`src/hdl/shrq_pkg.sv`:
```
package shrq_pkg;

	// Operation codes carried in the input beat
	typedef enum logic [2:0] {
		OP_INSERT       = 3'd0,
		OP_READ_FIRST   = 3'd1,
		OP_READ_NTH     = 3'd2,
		OP_READ_LAST    = 3'd3,
		OP_REMOVE_NTH   = 3'd4,
		OP_REMOVE_FIRST = 3'd5,
		OP_SWAP         = 3'd6,
		OP_FLUSH        = 3'd7
	} op_t;

	// Result status codes
	typedef enum logic [1:0] {
		ST_OK     = 2'd0,
		ST_FULL   = 2'd1,
		ST_EMPTY  = 2'd2,
		ST_BOUNDS = 2'd3
	} status_t;

	// Controller states, one-hot
	typedef enum logic [9:0] {
		S_CLEAR    = 10'b00_0000_0001,
		S_IDLE     = 10'b00_0000_0010,
		S_DECODE   = 10'b00_0000_0100,
		S_READ     = 10'b00_0000_1000,
		S_SWAP_B   = 10'b00_0001_0000,
		S_SWAP_WR  = 10'b00_0010_0000,
		S_SHIFT_RD = 10'b00_0100_0000,
		S_SHIFT_WR = 10'b00_1000_0000,
		S_PARK     = 10'b01_0000_0000,
		S_RESP     = 10'b10_0000_0000
	} state_t;

	// Field widths of the stream beats
	localparam int OP_W     = 3;
	localparam int POS_W    = 4;
	localparam int HANDLE_W = 4;
	localparam int STATUS_W = 2;
	localparam int OCC_W    = 5;

	// Commands from controller to datapath
	typedef struct packed {
		logic clear_wr;   // write one entry of the clearing pass
		logic load_in;    // capture the input beat
		logic decode;     // check, issue first read, apply head-only ops
		logic read_done;  // consume first read data
		logic swap_wr_a;  // write second value at first position
		logic swap_wr_b;  // write first value at second position
		logic shift_rd;   // read the entry behind the gap
		logic shift_wr;   // move it into the gap
		logic park;       // park the freed handle at the new tail
		logic out_load;   // load the output register
	} dp_cmd_t;

	// Status from datapath to controller
	typedef struct packed {
		op_t  op;
		logic err;
		logic clear_last;
		logic first_more;
		logic next_more;
	} dp_sts_t;

endpackage

```
`src/hdl/slot_handle_ring_queue_unit.sv`:
```
// One operation at a time, set by the controller sequencing one memory port.
// Each item passes decode and response; inserts and reads add one read step; swap adds
// a read step and two writes; remove nth adds a read step, one read and one write per shift, and a park write.
// Reset: head, tail and count clear at once, then a clearing pass loads each entry i
// with i while s_tready stays low.
module slot_handle_ring_queue_unit #(
	parameter int DEPTH = 16
) (
	input  logic        clk,
	input  logic        arst_n,
	input  logic        s_tvalid,
	output logic        s_tready,
	input  logic [15:0] s_tdata,  // operation[2:0], position_a[6:3], position_b[10:7]
	output logic        m_tvalid,
	input  logic        m_tready,
	output logic [15:0] m_tdata   // slot_handle[3:0], status[5:4], occupancy[10:6],
	                              // is_empty[11], is_full[12]
);

	shrq_pkg::dp_cmd_t              cmd;
	shrq_pkg::dp_sts_t              sts;
	logic [shrq_pkg::HANDLE_W-1:0]  slot_handle;
	logic [shrq_pkg::STATUS_W-1:0]  status;
	logic [shrq_pkg::OCC_W-1:0]     occupancy;
	logic                           is_empty;
	logic                           is_full;

	shrq_ctrl u_ctrl (
		.clk      (clk),
		.arst_n   (arst_n),
		.s_tvalid (s_tvalid),
		.s_tready (s_tready),
		.m_tvalid (m_tvalid),
		.m_tready (m_tready),
		.sts      (sts),
		.cmd      (cmd)
	);

	shrq_dp #(
		.DEPTH (DEPTH)
	) u_dp (
		.clk           (clk),
		.arst_n        (arst_n),
		.cmd           (cmd),
		.sts           (sts),
		.in_operation  (s_tdata[2:0]),
		.in_position_a (s_tdata[6:3]),
		.in_position_b (s_tdata[10:7]),
		.slot_handle   (slot_handle),
		.status        (status),
		.occupancy     (occupancy),
		.is_empty      (is_empty),
		.is_full       (is_full)
	);

	// Pack the result beat
	assign m_tdata = {3'b000, is_full, is_empty, occupancy, status, slot_handle};

	// One item in flight: no new beat right after an accepted one
	a_one_in_flight: assert property (@(posedge clk) disable iff (!arst_n)
		s_tvalid && s_tready |=> !s_tready)
		else $error("input accepted while an item is in flight");

	// Empty flag agrees with occupancy
	a_empty_flag: assert property (@(posedge clk) disable iff (!arst_n)
		m_tvalid |-> (m_tdata[11] == (m_tdata[10:6] == 5'd0)))
		else $error("is_empty disagrees with occupancy");

	// An error result carries no handle
	a_err_handle: assert property (@(posedge clk) disable iff (!arst_n)
		m_tvalid && m_tdata[5:4] != 2'd0 |-> m_tdata[3:0] == 4'd0)
		else $error("error result with nonzero handle");

	// A full queue cannot be reported empty
	a_full_empty: assert property (@(posedge clk) disable iff (!arst_n)
		m_tvalid |-> !(m_tdata[11] && m_tdata[12]))
		else $error("queue reported both full and empty");

endmodule

```
`src/hdl/shrq_ram.sv`:
```
module shrq_ram #(
	parameter int WIDTH = 4,
	parameter int DEPTH = 16
) (
	input  logic                     clk,
	input  logic                     we,
	input  logic [$clog2(DEPTH)-1:0] waddr,
	input  logic [WIDTH-1:0]         wdata,
	input  logic [$clog2(DEPTH)-1:0] raddr,
	output logic [WIDTH-1:0]         rdata
);

	logic [WIDTH-1:0] mem_q [DEPTH];
	logic [WIDTH-1:0] rdata_q;

	// Write port and registered read port
	always_ff @(posedge clk) begin
		if (we) begin
			mem_q[waddr] <= wdata;
		end
		rdata_q <= mem_q[raddr];
	end

	assign rdata = rdata_q;

endmodule

```
`src/hdl/shrq_ctrl.sv`:
```
module shrq_ctrl (
	input  logic              clk,
	input  logic              arst_n,
	input  logic              s_tvalid,
	output logic              s_tready,
	output logic              m_tvalid,
	input  logic              m_tready,
	input  shrq_pkg::dp_sts_t sts,
	output shrq_pkg::dp_cmd_t cmd
);

	shrq_pkg::state_t state_q;
	shrq_pkg::state_t state_nxt;
	logic             out_valid_q;

	// Next state and commands
	always_comb begin
		state_nxt = state_q;
		cmd       = '0;
		case (state_q)
			shrq_pkg::S_CLEAR: begin
				cmd.clear_wr = 1'b1;
				if (sts.clear_last) begin
					state_nxt = shrq_pkg::S_IDLE;
				end
			end
			shrq_pkg::S_IDLE: begin
				cmd.load_in = s_tvalid;
				if (s_tvalid) begin
					state_nxt = shrq_pkg::S_DECODE;
				end
			end
			shrq_pkg::S_DECODE: begin
				cmd.decode = 1'b1;
				if (sts.err || sts.op == shrq_pkg::OP_REMOVE_FIRST ||
						sts.op == shrq_pkg::OP_FLUSH) begin
					state_nxt = shrq_pkg::S_RESP;
				end else begin
					state_nxt = shrq_pkg::S_READ;
				end
			end
			shrq_pkg::S_READ: begin
				cmd.read_done = 1'b1;
				if (sts.op == shrq_pkg::OP_SWAP) begin
					state_nxt = shrq_pkg::S_SWAP_B;
				end else if (sts.op == shrq_pkg::OP_REMOVE_NTH) begin
					state_nxt = sts.first_more ? shrq_pkg::S_SHIFT_RD : shrq_pkg::S_PARK;
				end else begin
					state_nxt = shrq_pkg::S_RESP;
				end
			end
			shrq_pkg::S_SWAP_B: begin
				cmd.swap_wr_a = 1'b1;
				state_nxt     = shrq_pkg::S_SWAP_WR;
			end
			shrq_pkg::S_SWAP_WR: begin
				cmd.swap_wr_b = 1'b1;
				state_nxt     = shrq_pkg::S_RESP;
			end
			shrq_pkg::S_SHIFT_RD: begin
				cmd.shift_rd = 1'b1;
				state_nxt    = shrq_pkg::S_SHIFT_WR;
			end
			shrq_pkg::S_SHIFT_WR: begin
				cmd.shift_wr = 1'b1;
				state_nxt    = sts.next_more ? shrq_pkg::S_SHIFT_RD : shrq_pkg::S_PARK;
			end
			shrq_pkg::S_PARK: begin
				cmd.park  = 1'b1;
				state_nxt = shrq_pkg::S_RESP;
			end
			shrq_pkg::S_RESP: begin
				// Hand the result over once the output register is free
				cmd.out_load = !out_valid_q || m_tready;
				if (!out_valid_q || m_tready) begin
					state_nxt = shrq_pkg::S_IDLE;
				end
			end
			default: begin
				state_nxt = shrq_pkg::S_IDLE;
			end
		endcase
	end

	// State register
	always_ff @(posedge clk or negedge arst_n) begin
		if (!arst_n) begin
			state_q <= shrq_pkg::S_CLEAR;
		end else begin
			state_q <= state_nxt;
		end
	end

	// Output beat valid
	always_ff @(posedge clk or negedge arst_n) begin
		if (!arst_n) begin
			out_valid_q <= 1'b0;
		end else if (cmd.out_load) begin
			out_valid_q <= 1'b1;
		end else if (m_tready) begin
			out_valid_q <= 1'b0;
		end
	end

	assign s_tready = (state_q == shrq_pkg::S_IDLE);
	assign m_tvalid = out_valid_q;

endmodule

```
`src/hdl/shrq_dp.sv`:
```
module shrq_dp #(
	parameter int DEPTH = 16
) (
	input  logic                          clk,
	input  logic                          arst_n,
	input  shrq_pkg::dp_cmd_t             cmd,
	output shrq_pkg::dp_sts_t             sts,
	input  logic [shrq_pkg::OP_W-1:0]     in_operation,
	input  logic [shrq_pkg::POS_W-1:0]    in_position_a,
	input  logic [shrq_pkg::POS_W-1:0]    in_position_b,
	output logic [shrq_pkg::HANDLE_W-1:0] slot_handle,
	output logic [shrq_pkg::STATUS_W-1:0] status,
	output logic [shrq_pkg::OCC_W-1:0]    occupancy,
	output logic                          is_empty,
	output logic                          is_full
);

	localparam int AW  = $clog2(DEPTH);
	localparam int CW  = $clog2(DEPTH + 1);
	localparam int CW1 = CW + 1;
	localparam int MW  = AW + shrq_pkg::POS_W + 1;
	localparam int XW  = CW + shrq_pkg::POS_W;
	localparam logic [AW:0]    DEPTH_S = (AW + 1)'(DEPTH);
	localparam logic [MW-1:0]  DEPTH_M = MW'(DEPTH);
	localparam logic [AW-1:0]  LAST_IX = AW'(DEPTH - 1);
	localparam logic [CW-1:0]  DEPTH_C = CW'(DEPTH);

	// Ring index of an offset from the head (both below DEPTH)
	function automatic logic [AW-1:0] ring_at(input logic [AW-1:0] head,
			input logic [AW-1:0] off);
		logic [AW:0] sum;
		sum = {1'b0, head} + {1'b0, off};
		if (sum >= DEPTH_S) begin
			sum = sum - DEPTH_S;
		end
		return sum[AW-1:0];
	endfunction

	// Position reduced modulo DEPTH by repeated subtraction
	function automatic logic [AW-1:0] pos_mod(input logic [shrq_pkg::POS_W-1:0] p);
		logic [MW-1:0] r;
		r = MW'(p);
		for (int k = 0; k < 8; k++) begin
			if (r >= DEPTH_M) begin
				r = r - DEPTH_M;
			end
		end
		return r[AW-1:0];
	endfunction

	// Ring entry narrowed or widened to the handle field
	function automatic logic [shrq_pkg::HANDLE_W-1:0] to_handle(input logic [AW-1:0] v);
		logic [AW+shrq_pkg::HANDLE_W-1:0] ext;
		ext = {{shrq_pkg::HANDLE_W{1'b0}}, v};
		return ext[shrq_pkg::HANDLE_W-1:0];
	endfunction

	logic [AW-1:0]             head_q, tail_q, clr_q;
	logic [CW-1:0]             count_q;
	shrq_pkg::op_t             op_q;
	logic [shrq_pkg::POS_W-1:0] pa_q;
	logic [AW-1:0]             pam_q, pbm_q, idx_q, hold_q;
	logic [shrq_pkg::HANDLE_W-1:0] handle_q;
	shrq_pkg::status_t         status_q;

	logic [shrq_pkg::HANDLE_W-1:0] out_handle_q;
	logic [shrq_pkg::STATUS_W-1:0] out_status_q;
	logic [shrq_pkg::OCC_W-1:0]    out_occ_q;
	logic                          out_empty_q, out_full_q;

	logic [AW-1:0]     tail_m1, head_p1, tail_p1, cnt_m1_ix;
	logic [CW-1:0]     cnt_m1;
	logic              q_full, q_empty, pa_oob;
	shrq_pkg::status_t chk;
	logic              ram_we;
	logic [AW-1:0]     ram_waddr, ram_wdata, ram_raddr, ram_rdata;
	logic [CW+shrq_pkg::OCC_W-1:0] occ_ext;

	// Pointer arithmetic
	assign tail_m1   = (tail_q == '0) ? LAST_IX : tail_q - AW'(1);
	assign tail_p1   = (tail_q == LAST_IX) ? '0 : tail_q + AW'(1);
	assign head_p1   = (head_q == LAST_IX) ? '0 : head_q + AW'(1);
	assign cnt_m1    = count_q - CW'(1);
	assign cnt_m1_ix = cnt_m1[AW-1:0];

	// Error checks of the held operation
	assign q_full  = (count_q == DEPTH_C);
	assign q_empty = (count_q == '0);
	assign pa_oob  = (XW'(pa_q) >= XW'(count_q));

	always_comb begin
		chk = shrq_pkg::ST_OK;
		case (op_q)
			shrq_pkg::OP_INSERT: begin
				if (q_full) chk = shrq_pkg::ST_FULL;
			end
			shrq_pkg::OP_READ_FIRST, shrq_pkg::OP_READ_LAST,
			shrq_pkg::OP_REMOVE_FIRST: begin
				if (q_empty) chk = shrq_pkg::ST_EMPTY;
			end
			shrq_pkg::OP_READ_NTH, shrq_pkg::OP_REMOVE_NTH: begin
				if (pa_oob) chk = shrq_pkg::ST_BOUNDS;
			end
			default: begin
				chk = shrq_pkg::ST_OK;
			end
		endcase
	end

	assign sts.op         = op_q;
	assign sts.err        = (chk != shrq_pkg::ST_OK);
	assign sts.clear_last = (clr_q == LAST_IX);
	assign sts.first_more = (CW1'(pam_q) + CW1'(1)) < CW1'(count_q);
	assign sts.next_more  = (CW1'(idx_q) + CW1'(2)) < CW1'(count_q);

	// Memory read address
	always_comb begin
		ram_raddr = head_q;
		if (cmd.decode) begin
			case (op_q)
				shrq_pkg::OP_INSERT:     ram_raddr = tail_q;
				shrq_pkg::OP_READ_FIRST: ram_raddr = head_q;
				shrq_pkg::OP_READ_LAST:  ram_raddr = tail_m1;
				default:                 ram_raddr = ring_at(head_q, pam_q);
			endcase
		end else if (cmd.read_done) begin
			ram_raddr = ring_at(head_q, pbm_q);
		end else if (cmd.shift_rd) begin
			ram_raddr = ring_at(head_q, idx_q + AW'(1));
		end
	end

	// Memory write port
	always_comb begin
		ram_we    = cmd.clear_wr | cmd.swap_wr_a | cmd.swap_wr_b | cmd.shift_wr | cmd.park;
		ram_waddr = clr_q;
		ram_wdata = clr_q;
		if (cmd.swap_wr_a) begin
			ram_waddr = ring_at(head_q, pam_q);
			ram_wdata = ram_rdata;
		end else if (cmd.swap_wr_b) begin
			ram_waddr = ring_at(head_q, pbm_q);
			ram_wdata = hold_q;
		end else if (cmd.shift_wr) begin
			ram_waddr = ring_at(head_q, idx_q);
			ram_wdata = ram_rdata;
		end else if (cmd.park) begin
			ram_waddr = ring_at(head_q, cnt_m1_ix);
			ram_wdata = hold_q;
		end
	end

	shrq_ram #(
		.WIDTH (AW),
		.DEPTH (DEPTH)
	) u_ring (
		.clk   (clk),
		.we    (ram_we),
		.waddr (ram_waddr),
		.wdata (ram_wdata),
		.raddr (ram_raddr),
		.rdata (ram_rdata)
	);

	// Head, tail, count and clearing counter
	always_ff @(posedge clk or negedge arst_n) begin
		if (!arst_n) begin
			head_q  <= '0;
			tail_q  <= '0;
			count_q <= '0;
			clr_q   <= '0;
		end else begin
			if (cmd.clear_wr) begin
				clr_q <= clr_q + AW'(1);
			end
			if (cmd.decode && chk == shrq_pkg::ST_OK) begin
				if (op_q == shrq_pkg::OP_REMOVE_FIRST) begin
					head_q  <= head_p1;
					count_q <= cnt_m1;
				end else if (op_q == shrq_pkg::OP_FLUSH) begin
					head_q  <= tail_q;
					count_q <= '0;
				end
			end
			if (cmd.read_done && op_q == shrq_pkg::OP_INSERT) begin
				tail_q  <= tail_p1;
				count_q <= count_q + CW'(1);
			end
			if (cmd.park) begin
				tail_q  <= tail_m1;
				count_q <= cnt_m1;
			end
		end
	end

	// Held operation and working values
	always_ff @(posedge clk) begin
		if (cmd.load_in) begin
			op_q  <= shrq_pkg::op_t'(in_operation);
			pa_q  <= in_position_a;
			pam_q <= pos_mod(in_position_a);
			pbm_q <= pos_mod(in_position_b);
		end
		if (cmd.decode) begin
			status_q <= chk;
			handle_q <= '0;
		end
		if (cmd.read_done) begin
			hold_q <= ram_rdata;
			idx_q  <= pam_q;
			if (op_q != shrq_pkg::OP_SWAP && op_q != shrq_pkg::OP_REMOVE_NTH) begin
				handle_q <= to_handle(ram_rdata);
			end
		end
		if (cmd.shift_wr) begin
			idx_q <= idx_q + AW'(1);
		end
	end

	// Output register
	assign occ_ext = {{shrq_pkg::OCC_W{1'b0}}, count_q};

	always_ff @(posedge clk) begin
		if (cmd.out_load) begin
			out_handle_q <= handle_q;
			out_status_q <= status_q;
			out_occ_q    <= occ_ext[shrq_pkg::OCC_W-1:0];
			out_empty_q  <= q_empty;
			out_full_q   <= q_full;
		end
	end

	assign slot_handle = out_handle_q;
	assign status      = out_status_q;
	assign occupancy   = out_occ_q;
	assign is_empty    = out_empty_q;
	assign is_full     = out_full_q;

endmodule
```
`config.mk`:
```
export PLATFORM = sky130hd
export DESIGN_NAME = slot_handle_ring_queue_unit
export DESIGN_NICKNAME = d
export VERILOG_FILES = /design/src/hdl/shrq_pkg.sv /design/src/hdl/slot_handle_ring_queue_unit.sv /design/src/hdl/shrq_ram.sv /design/src/hdl/shrq_ctrl.sv /design/src/hdl/shrq_dp.sv
export SDC_FILE = /design/constraint.sdc
export NUM_CORES = 1
export LEC_CHECK = 0
export ABC_AREA = 1
export BUFFER_PORTS_ARGS = -buffer_cell sky130_fd_sc_hd__buf_2
export CAP_MARGIN = 20
export CORE_UTILIZATION = 56
export DETAILED_ROUTE_END_ITERATION = 6
export PLACE_DENSITY = 0.77
export SYNTH_ARGS = -nofsm -noshare
export SYNTH_HDL_FRONTEND = slang
export SYNTH_HIERARCHICAL = 1
export SYNTH_SLANG_ARGS = --single-unit
```
`constraint.sdc`:
```
create_clock -name clk -period 2.8 [get_ports clk]
set_input_delay 0.7 -clock clk [delete_from_list [all_inputs] [get_ports clk]]
set_output_delay 0.7 -clock clk [all_outputs]
set_load 0.005 [all_outputs]
```
# Yosys cells after proc, flatten, opt, wreduce, memory -nomap -nowiden
# Memory sizes are Yosys's and may differ from the RTL's. A register that Yosys moved wholly into a read port is not among the register bits.
# Index checks and enable logic that the tools add are counted.
# Widths: inputs -> output; s select.
[word_totals] regBits=66 ramBits=64 input_bits=20 output_inout_bits=18 mem_count=1 wordCells=161
[memory_table] name="u_dp.u_ring.mem_q" words=16 width=4 read_ports=1 rd_clocked_by_memory_dff=1 wr=1 line_no="shrq_ram.sv:13" rtl="logic [WIDTH-1:0] mem_q [DEPTH];"
[op_classes] addsub=19 eq_ne=26 n_bitwise=4 n_lt_le_gt_ge=8 mux=61 reduce_logical=24
[op_table] operator="$mux 4" count=28
[op_table] operator="$pmux 10 s9" count=1
[op_table] operator="$mux 10" count=6
[op_table] operator="$add 4x4->5" count=5
[op_table] operator="$ge 5x5->1 const B" count=5
[op_table] operator="$mux 5" count=5
[op_table] operator="$sub 4x1->4 const B" count=6
[op_table] operator="$mux 9" count=2
[op_table] operator="$add 4x1->4 const B" count=4
[op_table] operator="$mux 1" count=15
[op_table] operator="$eq 3x3->1 const B" count=4
[op_table] operator="$eq 4x4->1 const B" count=3
[op_table] operator="$lt 6x5->1" count=2
[op_table] operator="$pmux 4 s3" count=1
[op_table] operator="$eq 10x1->1 const B" count=1
[op_table] operator="$eq 10x10->1 const B" count=1
[op_table] operator="$eq 10x2->1 const B" count=1
[op_table] operator="$eq 10x3->1 const B" count=1
[op_table] operator="$eq 10x4->1 const B" count=1
[op_table] operator="$eq 10x5->1 const B" count=1
[op_table] operator="$eq 10x6->1 const B" count=1
[op_table] operator="$eq 10x7->1 const B" count=1
[op_table] operator="$eq 10x8->1 const B" count=1
[op_table] operator="$eq 10x9->1 const B" count=1
[op_table] operator="28 further kinds" count=45

# Longest topological paths before layout
# Gate-level depths: netlist of run 1.
[depth] word_depth=8 mapped_depth=18

# Hierarchy
# The synthesis of run 1 kept the hierarchy.
[by_module_without_submodules] module="shrq_dp" cells_each=459 n_inst=1 seq_area_each_um2=1526.5 area_per_inst_um2=3945.0
[by_module_without_submodules] module="shrq_ram" cells_each=290 n_inst=1 seq_area_each_um2=2001.9 area_per_inst_um2=2966.6
[by_module_without_submodules] module="shrq_ctrl" cells_each=100 n_inst=1 seq_area_each_um2=276.5 area_per_inst_um2=676.9
[by_module_without_submodules] module="slot_handle_ring_queue_unit" cells_each=6 n_inst=1 seq_area_each_um2=0.0 area_per_inst_um2=41.3

# Worst setup path after synthesis of run 1
# Ideal clock, no wire load.
[synth_path] path_kind="reg-to-reg" start="register u_dp.count_q[0]" end="memory u_dp.u_ring.mem_q[4][0], enable pin" path_stages_with_launch=18 path_buffers=0 arrival_ns=2.357 path_slack_ns=0.114 cell_sequence="dfrtp_1 > inv_1 > ha_1 > xnor2_1 > inv_1 > ha_1 > nand3_1 > nand3_1 > inv_1 > nand3_1 > nand3_1 > nand2_1 > nand2_1 > nand2_1 > nand2_1 > nand2_1 > nand3b_1 > nor2_1"
[synth_via] elab_chain_cells=8
[synth_rtl] item="start, declared" line_no="shrq_dp.sv:59" rtl="logic [CW-1:0] count_q;"
[synth_rtl] item="start signal, assigned" line_no="shrq_dp.sv:179" rtl="count_q <= cnt_m1;"
[synth_rtl] item="start signal, assigned" line_no="shrq_dp.sv:187" rtl="count_q <= count_q + CW'(1);"
[synth_rtl] item="start signal, assigned" line_no="shrq_dp.sv:191" rtl="count_q <= cnt_m1;"
[synth_rtl] item="$sub 5x1->5 *" line_no="shrq_dp.sv:83" rtl="assign cnt_m1 = count_q - CW'(1);"
[synth_rtl] item="$add 4x4->5 *" line_no="shrq_dp.sv:32" rtl="sum = {1'b0, head} + {1'b0, off};"
[synth_rtl] item="$sub 4x1->4 / $ge 5x5->1 (equally long branches)" line_no="shrq_dp.sv:34, shrq_dp.sv:33"
[synth_rtl] item="$mux 4 *" line_no="shrq_dp.sv:33" rtl="if (sum >= DEPTH_S) begin"
[synth_rtl] item="$mux 4 *" line_no="shrq_dp.sv:147" rtl="end else if (cmd.park) begin"
[synth_rtl] item="$mux 4 *" line_no="shrq_dp.sv:144" rtl="end else if (cmd.shift_wr) begin"
[synth_rtl] item="$mux 4 *" line_no="shrq_dp.sv:141" rtl="end else if (cmd.swap_wr_b) begin"
[synth_rtl] item="$mux 4 *" line_no="shrq_dp.sv:138" rtl="if (cmd.swap_wr_a) begin"
[synth_rtl] item="net u_dp.ram_waddr[3]" line_no="shrq_dp.sv:76" rtl="logic [AW-1:0] ram_waddr, ram_wdata, ram_raddr, ram_rdata;"
[synth_rtl] item="end, declared" line_no="shrq_ram.sv:13"
# The timed path passes the listed nets; every way through them passes the cells marked *.

# Final worst setup path of run 1
[layout_path] start="register u_dp.count_q[1]" end="memory u_dp.u_ring.mem_q[4][0], enable pin"
# Same word-level chain as after synthesis.

==> metrics.md, run 1 <==
| Metric | Value |
|---|---|
| Outcome | `complete, no violations` |
| Nets | `991` |
| Yosys top cell area share | `38.57%` |
| TritonCTS Buffers | `17` |
| Syn-to-layout area delta | `16.86%` |
| Routed Antenna Nets | `0` |
| RSZ-0062 raised after global routing | `yes` |
| Worst setup margin | `0.04391 ns` |
| Die span in x | `118.7 um` |
| Synthesized-area fraction occupied by adder cells | `7.707%` |
| Syn avg cell area | `8.924 sq um` |
| Critical path class | `flop to flop` |
| Vias per cell | `5.422` |
| Worst path cell trace | `inv_2 > ha_4 > xnor2_2 > inv_2 > ha_4 > nand2_2 > nand3_2 > inv_1 > nand3_1 > nand3_2 > nand2_1 > nand2_1 > nand2_1 > nand2_1 > nand2_2 > nand3b_1 > nor2_1 > buf_4` |
| Clock transition at path regs | `0.06 ns` |
| Layout cells sized above 1 | `19.68%` |
| Drt first pass iters | `6` |
| Worst-margin pin slew | `0.6507 ns` |
| Post-layout util | `67.33%` |
| Core ar. | `0.01324 sq mm` |
| Row count | `42` |
| H-tree Lvls | `4` |
| Worst slack at placement | `-0.02251 ns` |
| First-pass GRT wire length | `27.14 mm` |
| Main combinational cell family by area after synthesis | `simple AND/OR/NAND/NOR gates` |
| Synthesis-stage register bit count | `134` |
| VDD IR max | `0.0004774 V` |
| Mapped cell area | `0.007630 sq mm` |
| Post-synthesis sequential area ratio | `49.87%` |
| Vias | `6051` |
| Async S/R FF share, synth | `20.90%` |
| Hold Buf Count CTS | `0` |
| Die Footprint | `0.01410 sq mm` |
| Synth cell types | `54` |
| CP Capture Point | `u_dp/u_ring/mem_q[4][0]` |
| Largest net degree at the start of global routing | `33` |
| Critical Path RT | `2.95 ns` |
| Port bufs | `29` |
| Gr usage total | `25.34%` |
| Critical path buffers and inverters | `4` |
| Leak | `4.090 nW` |
| CTS tree | `yes` |
| Critical path arrival | `2.90 ns` |
| Hold Vio Cnt, Final | `0` |
| Area of the multi-input gates | `0.003242 sq mm` |
| Compound-Gate Fraction of Synth Area | `7.412%` |
| Area leader, netlist | `edfxtp_1` |
| Synth Area in XOR/XNOR | `2.525%` |
| Final setup fails | `0` |
| Register-to-Register Path Depth | `18` |
| Multiplexer share of the synthesized area | `0.1476%` |
| Reg2reg end | `u_dp/u_ring/mem_q[4][0]` |
| Post-synth EDFFs | `98` |
| Wirelength, routed | `16.93 mm` |
| Delay-heaviest family, CP | `simple AND/OR/NAND/NOR gates` |
| Diodes inserted | `0` |
| Post-route minimum period | `2.756 ns` |
| I/O pins | `38` |
| Worst setup EP type | `flop` |
| Clock sinks | `134` |
| Post-Synth Simple-Gate Area | `22.58%` |
| Wire per inst | `15.17 um` |
| CTS max path bufs | `2` |
| Worst Path Max Fanout | `4` |
| Initial antenna violation count | `0` |
| Synth Warn # | `6` |
| Number of global-route vias before repair | `5676` |
| Most used flip-flop cell after synthesis | `edfxtp_1` |
| Initial core utilization | `57.62%` |
| Fin crit share | `98.43%` |
| Gp weighted congestion | `0.8945` |
| Worst path most repeated cell | `nand2_1` |
| Clock Tree Root | `clkbuf_16` |
| Critical Path Start Type | `flop` |
| Fin. max-slew vios | `0` |
| Critical Path Stages | `18` |
| FF-to-FF setup slack | `0.04 ns` |
| Critical Path Source | `u_dp/count_q[1]` |
| Ranking of synthesized cells by area | `edfxtp_1 39%, nand2_1 10%, dfrtp_1 8.9%, inv_1 6.6%, ha_1 6.4%` |
| Post-DP HPWL | `12.06 mm` |
| CP max-delay cell | `dfrtp_1` |
| Hold Crit Class | `primary input to asynchronous set/reset pin` |
| MaxCap Viol Count | `0` |
| Synth Instances | `855` |
| Clock skew | `0.01075 ns` |
| Fmax | `362.8 MHz` |
| DRT iter0 DRCs | `530` |
| DRC errors left | `0` |
| GR Overflow Total | `0` |
| Die H | `118.7 um` |
| Clock latency on the worst-skew pair | `0.43 ns` |
| Normalized max-slew margin | `56.62%` |
| Fillers | `1022` |
| Sequential Area | `0.003807 sq mm` |
| CP peak stage delay | `0.39 ns` |
| Reg2Reg Launch Point | `u_dp/count_q[1]` |
| Power per cell area | `842.2 mW/mm^2` |
| Hold Slack | `0.2903 ns` |
==> metal layers <==
metal,part of all wire [%],up-vias,track usage [%]
li1,-,2959,-
met1,44,2829,33.89
met2,47,235,39.84
met3,7.6,28,5.888
met4,2.0,0,10.13
met5,0,-,0
==> synthesized netlist by cell type, types with 6 or more instances <==
cell / instances
nand2_1: 208
inv_1: 134
edfxtp_1: 98
nand3_1: 89
nor2_1: 53
ha_1: 39
o21ai_0: 38
dfrtp_1: 27
a21oi_1: 20
xor2_1: 13
nand2_2: 12
buf_4: 9
xnor2_1: 9
dfxtp_1: 8
nand4_1: 8
buf_2: 7
nor2_2: 7
buf_6: 6
o211ai_1: 6
==> layout make-up <==
| class | instances | area share (%) |
|---|---|---|
| Tap cell | 176 | 2.470 |
| Inverter | 144 | 6.189 |
| Multi-Input combinational cell | 555 | 36.36 |
| Sequential cell | 134 | 42.70 |
| Clock inverter | 15 | 1.866 |
| Timing Repair Buffer | 75 | 5.641 |
| Clock buffer | 17 | 4.771 |
==> worst min-delay path by stage <==
stage / end / start / slack (ns)
2_1_floorplan: u_ctrl/m_tvalid / arst_n / 0.40
3_3_place_gp: u_dp/slot_handle[3] / u_dp/handle_q[3] / 0.42
3_5_place_dp: u_dp/status[1] / u_dp/status_q[1] / 0.41
4_1_cts: u_dp/count_q[1] / arst_n / 0.31
5_1_grt: u_dp/count_q[3] / arst_n / 0.36
6_report: u_dp/count_q[1] / arst_n / 0.29
==> logic make-up (layout without fill, tap and decap cells) <==
family	count (synthesis)	in the layout
compound gates	93	93
xor+xnor	22	22
fa+ha+maj	44	44
buf+inv	168	251
flops	134	134
mux	1	1
other cells	1	3
simple gates	392	392
==> timing repair <==
item	in CTS	in global routing
endpoints found under the setup margin	36	68
cloned	0	0
gates resized for setup	5	39
setup buffers	0	3
pin swaps	1	8
==> state kept, by name, indices dropped and copies added, names as in the netlist, 2 cells and up <==
signal / flops
u_dp/head_q: 4
u_dp/handle_q: 4
u_dp/hold_q: 4
u_dp/slot_handle: 4
u_dp/status_q: 2
u_dp/idx_q: 4
u_dp/occupancy: 5
u_dp/u_ring/rdata: 4
u_dp/pam_q: 4
u_dp/op_q: 3
u_dp/clr_q: 4
u_ctrl/state_q: 10
u_dp/u_ring/mem_q: 64
u_dp/count_q: 5
u_dp/tail_q: 4
u_dp/pbm_q: 4
u_dp/status: 2
==> stage by stage <==
stage / cells / power, mW / TNS [ns] / instance area (sq um)
finish: 1116 / 7.509 / 0 / 8916
floorplan: 857 / 4.363 / 0 / 7637
CTS: 1113 / 7.361 / 0 / 8767
global route: 1116 / 7.949 / -1.817 / 8916
global placement: 1081 / 5.035 / 0 / 8155
detailed placement: 1081 / 5.088 / -0.3008 / 8155
==> report_power, final <==
| part | leakage [nW] | internal (mW) | switching [mW] | total, mW |
|---|---|---|---|---|
| logic | 2.39 | 1.05 | 1.70 | 2.75 |
| clock network | 0.277 | 1.33 | 0.892 | 2.22 |
| registers | 1.42 | 2.35 | 0.189 | 2.54 |
| total | 4.09 | 4.72 | 2.79 | 7.51 |
==> cell usage in the layout, fill, tap and decap left out, types with 3 or more instances in the layout <==
master      count
o21ai_1         5
edfxtp_1       98
fa_1            4
ha_1           35
dfxtp_1         8
o21ai_0        35
xor2_1         13
nor2_2         18
o22ai_1         3
a21oi_1        18
nand3_2         4
nor2_4          3
ha_4            4
inv_6           6
nand4_1         8
conb_1          3
o221ai_1        5
clkinvlp_4      4
nor2_1         41
inv_1         128
nand3_1        85
o211ai_1        6
nand2_1       204
dfrtp_1        25
inv_2          11
clkbuf_16      17
nand3b_1        3
buf_2          29
nand2_2        16
buf_4          45
nor3_1          3
o21ai_2         3
xnor2_1         8
==> worst register-to-register path: stages, from the launching register on <==
cell      delay, ns
dfrtp_1        0.39
inv_2          0.12
ha_4           0.16
xnor2_2        0.12
inv_2          0.07
ha_4           0.24
nand2_2        0.09
nand3_2        0.10
inv_1          0.06
nand3_1        0.09
nand3_2        0.09
nand2_1        0.05
nand2_1        0.06
nand2_1        0.05
nand2_1        0.07
nand2_2        0.08
nand3b_1       0.29
nor2_1         0.19
buf_4          0.16
Power figures use the tool's default switching activity.
==> inputs of run 2 (changes only) <==
--- a/config.mk
+++ b/config.mk
@@ -8,6 +8,7 @@
 export ABC_AREA = 1
 export BUFFER_PORTS_ARGS = -buffer_cell sky130_fd_sc_hd__buf_2
 export CAP_MARGIN = 20
+export CORE_ASPECT_RATIO = 1.1
 export CORE_UTILIZATION = 56
 export DETAILED_ROUTE_END_ITERATION = 6
 export PLACE_DENSITY = 0.77
==> run 2 against run 1 <==
Against the previous run: worst setup slack improved by 0.072 ns; non-clock buffer count increased by 7; flip-flop and latch count unchanged; routed wire length increased by 3.2%; highest routed layer unchanged; count of clock-buffer cells in the layout increased by 1; fmax increased by 2.7%; global-route usage increased by 1.2 points; cell count increased by 1.3%; clock power decreased by 5%; register-to-register slack improved by 0.07 ns; worst hold slack improved by 0.0098 ns.
==> metrics.md, run 2 (synthesized netlist as in run 1, its figures left out) <==
| Metric | Value |
|---|---|
| Fin crit share | `95.87% (-2.6 points)` |
| Critical Path Stages | `18 (unchanged)` |
| Commonest non-fill, non-tap cell in the layout | `nand2_1` |
| Max FFs per register | `64 (unchanged)` |
| Diodes inserted | `0 (unchanged)` |
| Critical path class | `flop to flop` |
| Hold Crit Class | `primary input to asynchronous set/reset pin` |
| Worst path cell trace | `inv_2 > ha_4 > xnor2_4 > inv_2 > ha_4 > nand3_1 > nand3_1 > inv_1 > nand3_1 > nand3_1 > nand2_1 > nand2_1 > nand2_1 > nand2_1 > nand2_2 > nand3b_1 > nor2_1 > buf_4` |
| CTS tree | `yes` |
| Largest net degree at the start of global routing | `33 (unchanged)` |
| Die H | `124.4 um (+4.8%)` |
| Fin. max-slew vios | `0 (unchanged)` |
| Fmax | `372.5 MHz (+2.7%)` |
| Critical Path Start Type | `flop` |
| Nets | `998 (+0.71%)` |
| Worst Path Max Fanout | `4 (unchanged)` |
| Wirelength, routed | `17.46 mm (+3.2%)` |
| Critical path arrival | `2.82 ns (-0.08 ns)` |
| Worst setup EP type | `flop` |
| Post-route minimum period | `2.684 ns (-0.07167 ns)` |
| Largest registers | `u_dp/u_ring/mem_q (64), u_ctrl/state_q (10)` |
| Clock latency on the worst-skew pair | `0.42 ns (about the same)` |
| CP peak stage delay | `0.39 ns (about the same)` |
| Routed Antenna Nets | `0 (unchanged)` |
| Power per cell area | `835.6 mW/mm^2 (-0.78%)` |
| Filler-free cell count of the finished design | `1131 (+1.3%)` |
| Final setup fails | `0 (unchanged)` |
| Leak | `4.112 nW (+0.54%)` |
| Critical Path RT | `2.94 ns (about the same)` |
| Gp weighted congestion | `0.9404 (+5.1%)` |
| Vias | `6057 (+0.099%)` |
| Layout cells sized above 1 | `19.01% (-0.67 points)` |
| Worst-margin pin slew | `0.6445 ns (-0.006224 ns)` |
| Hold Slack | `0.3001 ns (+0.009796 ns)` |
| Syn-to-layout area delta | `16.97% (about the same)` |
| Number of global-route vias before repair | `5832 (+2.7%)` |
| Cells after DPL | `1095 (+1.3%)` |
| DRT iter0 DRCs | `457 (-14%)` |
| TritonCTS Buffers | `17 (unchanged)` |
| Clock skew | `0.009588 ns (-0.001165 ns)` |
| CP max-delay cell | `dfrtp_1` |
| Core ar. | `0.01327 sq mm (+0.19%)` |
| Port bufs | `29 (unchanged)` |
| GR Overflow Total | `0 (unchanged)` |
| Register-to-Register Path Depth | `18 (unchanged)` |
| Vias per cell | `5.355 (-1.2%)` |
| Wire per inst | `15.44 um (+1.8%)` |
| H-tree Lvls | `4 (unchanged)` |
| Hold Vio Cnt, Final | `0 (unchanged)` |
| Delay-heaviest family, CP | `simple AND/OR/NAND/NOR gates` |
| Critical path buffers and inverters | `4 (unchanged)` |
| Largest Register | `u_dp/u_ring/mem_q` |
| DRC errors left | `0 (unchanged)` |
| CTS max path bufs | `2 (unchanged)` |
| Clock sinks | `134 (unchanged)` |
| VDD IR max | `0.0006491 V (+36%)` |
| I/O pins | `38 (unchanged)` |
| Post-DP HPWL | `12.51 mm (+3.8%)` |
| Clock transition at path regs | `0.06 ns (about the same)` |
| Gr usage total | `26.50% (+1.2 points)` |
| Row count | `44 (+4.8%)` |
| Clock Tree Root | `clkbuf_16` |
| MaxCap Viol Count | `0 (unchanged)` |
| Die Footprint | `0.01410 sq mm (about the same)` |
| Initial antenna violation count | `0 (unchanged)` |
| Outcome | `complete, no violations` |
| Most frequent cells in the layout | `202 x nand2_1, 126 x inv_1, 98 x edfxtp_1` |
| Initial core utilization | `57.51% (-0.11 points)` |
| First-pass GRT wire length | `28.43 mm (+4.8%)` |
| Die span in x | `113.3 um (-4.6%)` |
| Normalized max-slew margin | `57.03% (+0.41 points)` |
| Drt first pass iters | `5 (-1)` |
-- run 2: worst paths after layout --
kind	slack [ns]	startpoint	endpoint
worst max-delay path	0.12	u_dp/count_q[1]	u_dp/u_ring/mem_q[8][3]
worst min-delay path	0.30	arst_n	u_dp/count_q[4]
worst max register to register	0.12	u_dp/count_q[1]	u_dp/u_ring/mem_q[8][3]
worst min register to register	0.42	u_dp/status_q[1]	u_dp/status[1]
max in group asynchronous	2.04	arst_n	u_dp/head_q[1]
min in group clk	0.42	u_dp/status_q[1]	u_dp/status[1]
-- run 2: metal layers --
metal | up-vias | global-route usage, % | wire [um]
met5 | - | 0 | 0
met4 | 0 | 13.70 | 660
met3 | 54 | 4.672 | 880
met2 | 211 | 46.45 | 8948
met1 | 2822 | 30.81 | 6973
li1 | 2970 | - | -
-- run 2: through the flow --
stage / setup slack [ns] / setup TNS [ns] / cell area [sq um] / power (mW) / util, %
finish: 0.1156 / 0 / 8925 / 7.458 / 67.27
global route: -0.04955 / -0.4726 / 8925 / 7.921 / 67.27
CTS: 0.002800 / 0 / 8820 / 7.342 / 66.47
detailed placement: -0.07405 / -1.147 / 8210 / 5.184 / 61.88
global placement: 0.01949 / 0 / 8210 / 5.110 / 61.88
floorplan: 0.1142 / 0 / 7637 / 4.363 / -
-- run 2: report_power, final --
part / switching, mW / total [mW] / internal (mW) / leakage (nW)
Clock: 0.824 / 2.12 / 1.30 / 0.270
Combinational: 1.73 / 2.81 / 1.07 / 2.42
Sequential: 0.181 / 2.53 / 2.35 / 1.42
-- run 2: layout make-up --
class	count	area (sq um)
Sequential cell	134	3807
Fill cell	1074	4343
Tap cell	184	230.2
Multi-Input combinational cell	555	3209
Clock inverter	14	135.1
Inverter	144	554.3
Clock buffer	18	429.2
Timing Repair Buffer	82	559.3
-- run 2: timing repair --
item / CTS / global route
setup endpoints to repair: 40 / 68
resized for setup: 10 / 29
setup buffers: 1 / 3
hold buffers: 0 / 0
pin swaps: 0 / 5
==> inputs of run 3 (changes only) <==
--- a/config.mk
+++ b/config.mk
@@ -9,9 +9,9 @@
 export BUFFER_PORTS_ARGS = -buffer_cell sky130_fd_sc_hd__buf_2
 export CAP_MARGIN = 20
 export CORE_ASPECT_RATIO = 1.1
-export CORE_UTILIZATION = 56
+export CORE_UTILIZATION = 62
 export DETAILED_ROUTE_END_ITERATION = 6
-export PLACE_DENSITY = 0.77
+export PLACE_DENSITY = 0.8
 export SYNTH_ARGS = -nofsm -noshare
 export SYNTH_HDL_FRONTEND = slang
 export SYNTH_HIERARCHICAL = 1
==> constraint.sdc (replaced) <==
create_clock -name clk -period 2.78 [get_ports clk]
set_input_delay 0.695 -clock clk [delete_from_list [all_inputs] [get_ports clk]]
set_output_delay 0.695 -clock clk [all_outputs]
set_load 0.005 [all_outputs]
==> run 3 against run 2 <==
Against the previous run: routed wire length increased by 2.5%; worst hold slack better by 0.0051 ns; final area is 0.42% lower; clock skew rose by 0.0039 ns; critical path type unchanged; largest power group unchanged; highest routed layer unchanged.
==> metrics.md, run 3 (synthesized netlist as in run 1, its figures left out) <==
| Metric | Value |
|---|---|
| Outcome | `complete, no violations` |
| Hold Vio Cnt, Final | `0 (unchanged)` |
| CP max-delay cell | `a221oi_1` |
| Largest registers | `u_dp/u_ring/mem_q (64), u_ctrl/state_q (10)` |
| Critical path arrival | `3.02 ns (+0.20 ns)` |
| Final Cell Area | `0.008887 sq mm (-0.42%)` |
| Cells after DPL | `1056 (-3.6%)` |
| Wirelength, routed | `17.90 mm (+2.5%)` |
| Nets | `988 (-1.0%)` |
| Vias | `6139 (+1.4%)` |
| H-tree Lvls | `4 (unchanged)` |
| Vias per cell | `5.627 (+5.1%)` |
| Wire per inst | `16.41 um (+6.3%)` |
| Clock sinks | `134 (unchanged)` |
| CP peak stage delay | `0.50 ns (+0.11 ns)` |
| MaxCap Viol Count | `0 (unchanged)` |
| Worst setup EP type | `flop` |
| Critical path buffers and inverters | `2 (-2)` |
| GR Overflow Total | `0 (unchanged)` |
| Final setup fails | `0 (unchanged)` |
| Worst path most repeated cell | `nand3_1` |
| Worst path cell trace | `inv_1 > ha_1 > nand3_1 > nand2_1 > a221oi_1 > o22ai_2 > bufinv_8 > nand2_1 > nand3_1 > nand3_1 > nand3_1 > nand2_1` |
| Number of global-route vias before repair | `6150 (+5.5%)` |
| Power per cell area | `854.6 mW/mm^2 (+2.3%)` |
| Most frequent cells in the layout | `201 x nand2_1, 126 x inv_1, 98 x edfxtp_1` |
| Gr usage total | `29.61% (+3.1 points)` |
| Worst-margin pin slew | `0.6720 ns (+0.02752 ns)` |
| Row count | `42 (-4.5%)` |
| Fin crit share | `97.69% (+1.8 points)` |
| Initial antenna violation count | `0 (unchanged)` |
| Cell Area, Placed | `0.008093 sq mm (-1.4%)` |
| Largest net degree at the start of global routing | `33 (unchanged)` |
| Critical Path RT | `3.08 ns (+0.14 ns)` |
| Delay-heaviest family, CP | `compound AO/OA/AOI/OAI gates` |
| VDD IR max | `0.0006148 V (-5.3%)` |
| I/O pins | `38 (unchanged)` |
| Filler-free cell count of the finished design | `1091 (-3.5%)` |
| Commonest non-fill, non-tap cell in the layout | `nand2_1` |
| First-pass GRT wire length | `28.56 mm (+0.44%)` |
| Drt first pass iters | `6 (+1)` |
| Critical Path Start Type | `flop` |
| Hold Crit Class | `primary input to asynchronous set/reset pin` |
| Initial core utilization | `63.40% (+5.9 points)` |
| Largest Register | `u_dp/u_ring/mem_q` |
| Core ar. | `0.01203 sq mm (-9.3%)` |
| Die span in x | `107.8 um (-4.9%)` |
| Gp weighted congestion | `0.9297 (-1.1%)` |
| Clock transition at path regs | `0.07 ns (about the same)` |
| CTS max path bufs | `2 (unchanged)` |
| Diodes inserted | `0 (unchanged)` |
| Layout cells sized above 1 | `19.42% (+0.42 points)` |
| Clock skew | `0.01350 ns (+0.003917 ns)` |
| Routed Antenna Nets | `0 (unchanged)` |
| Normalized max-slew margin | `55.20% (-1.8 points)` |
| Post-route minimum period | `2.716 ns (+0.03143 ns)` |
| Clock latency on the worst-skew pair | `0.42 ns (about the same)` |
| DRC errors left | `0 (unchanged)` |
| Clock Tree Root | `clkbuf_16` |
| Critical path class | `flop to flop` |
| Max FFs per register | `64 (unchanged)` |
| Syn-to-layout area delta | `16.48%` |
| DRT iter0 DRCs | `584 (+28%)` |
| Fmax | `368.2 MHz (-1.2%)` |
| Worst Path Max Fanout | `16 (+12)` |
| Die Footprint | `0.01275 sq mm (-9.5%)` |
| Post-DP HPWL | `12.28 mm (-1.9%)` |
| Leak | `4.074 nW (-0.92%)` |
| Die H | `118.3 um (-4.9%)` |
| Fin. max-slew vios | `0 (unchanged)` |
| TritonCTS Buffers | `17 (unchanged)` |
| Port bufs | `29 (unchanged)` |
| CTS tree | `yes` |
-- run 3: stage by stage --
stage | utilization [%] | setup TNS, ns | hold WS, ns | setup slack, ns | total power [mW]
4_1_cts | 72.58 | 0 | 0.3163 | 0.03265 | 7.472
3_5_place_dp | 67.25 | -1.881 | 0.4227 | -0.1040 | 5.136
5_1_grt | 73.85 | -0.1930 | 0.3426 | -0.03535 | 8.020
3_3_place_gp | 67.25 | -0.01440 | 0.4078 | -0.003635 | 5.073
6_report | 73.85 | 0 | 0.3052 | 0.06415 | 7.595
2_1_floorplan | - | 0 | 0.3994 | 0.09415 | 4.394
-- run 3: power by group --
part / leakage (nW) / internal [mW] / switching (mW) / total, mW
clock network: 0.288 / 1.42 / 0.863 / 2.28
logic: 2.36 / 1.03 / 1.75 / 2.78
registers: 1.42 / 2.36 / 0.178 / 2.54
-- run 3: cell type report --
cell class | count | area, sq um
fillers | 835 | 3147
inverters | 144 | 564.3
clock buffers | 18 | 429.2
clock inverters | 14 | 175.2
repair buffers | 71 | 460.4
flip-flops and latches | 134 | 3807
repair inverters | 1 | 6.256
multi-input cells | 555 | 3252
well taps | 154 | 192.7
-- run 3: path summary, 6_finish.rpt --
check                                       from                   end  slack [ns]  depth (start not counted)
worst min register to register  u_dp/status_q[0]        u_dp/status[0]        0.43                          0
worst min-delay path                      arst_n       u_dp/count_q[2]        0.31                          1
worst max-delay path              u_dp/tail_q[0]  u_dp/u_ring/rdata[0]        0.06                         12
max in group asynchronous                 arst_n        u_dp/head_q[0]        1.99                          1
worst max register to register    u_dp/tail_q[0]  u_dp/u_ring/rdata[0]        0.06                         12
min in group clk                u_dp/status_q[0]        u_dp/status[0]        0.43                          0
-- run 3: worst reg2reg max path: cells and delay by family (launching register included) --
kind / cells / cell delay, ns
AO/OA/AOI/OAI: 2 / 0.76
AND/OR/NAND/NOR: 7 / 0.66
flip-flops: 1 / 0.47
buffers and inverters: 2 / 0.47
adder cells (fa/ha/maj): 1 / 0.23
-- run 3: per-layer routing --
layer  up-vias  wire length, um  track usage (%)
met4         0              661            13.53
met5         -                0                0
met3        68             1376            7.777
met2       304             8989            51.24
met1      2817             6872            33.87
li1       2950                -                -
-- run 3: timing repair --
action / CTS / global route
gates cloned: 0 / 1
hold buffers: 0 / 0
setup endpoints to repair: 52 / 68
buffers inserted: 0 / 2
gates resized for setup: 9 / 44
pin swaps: 1 / 6
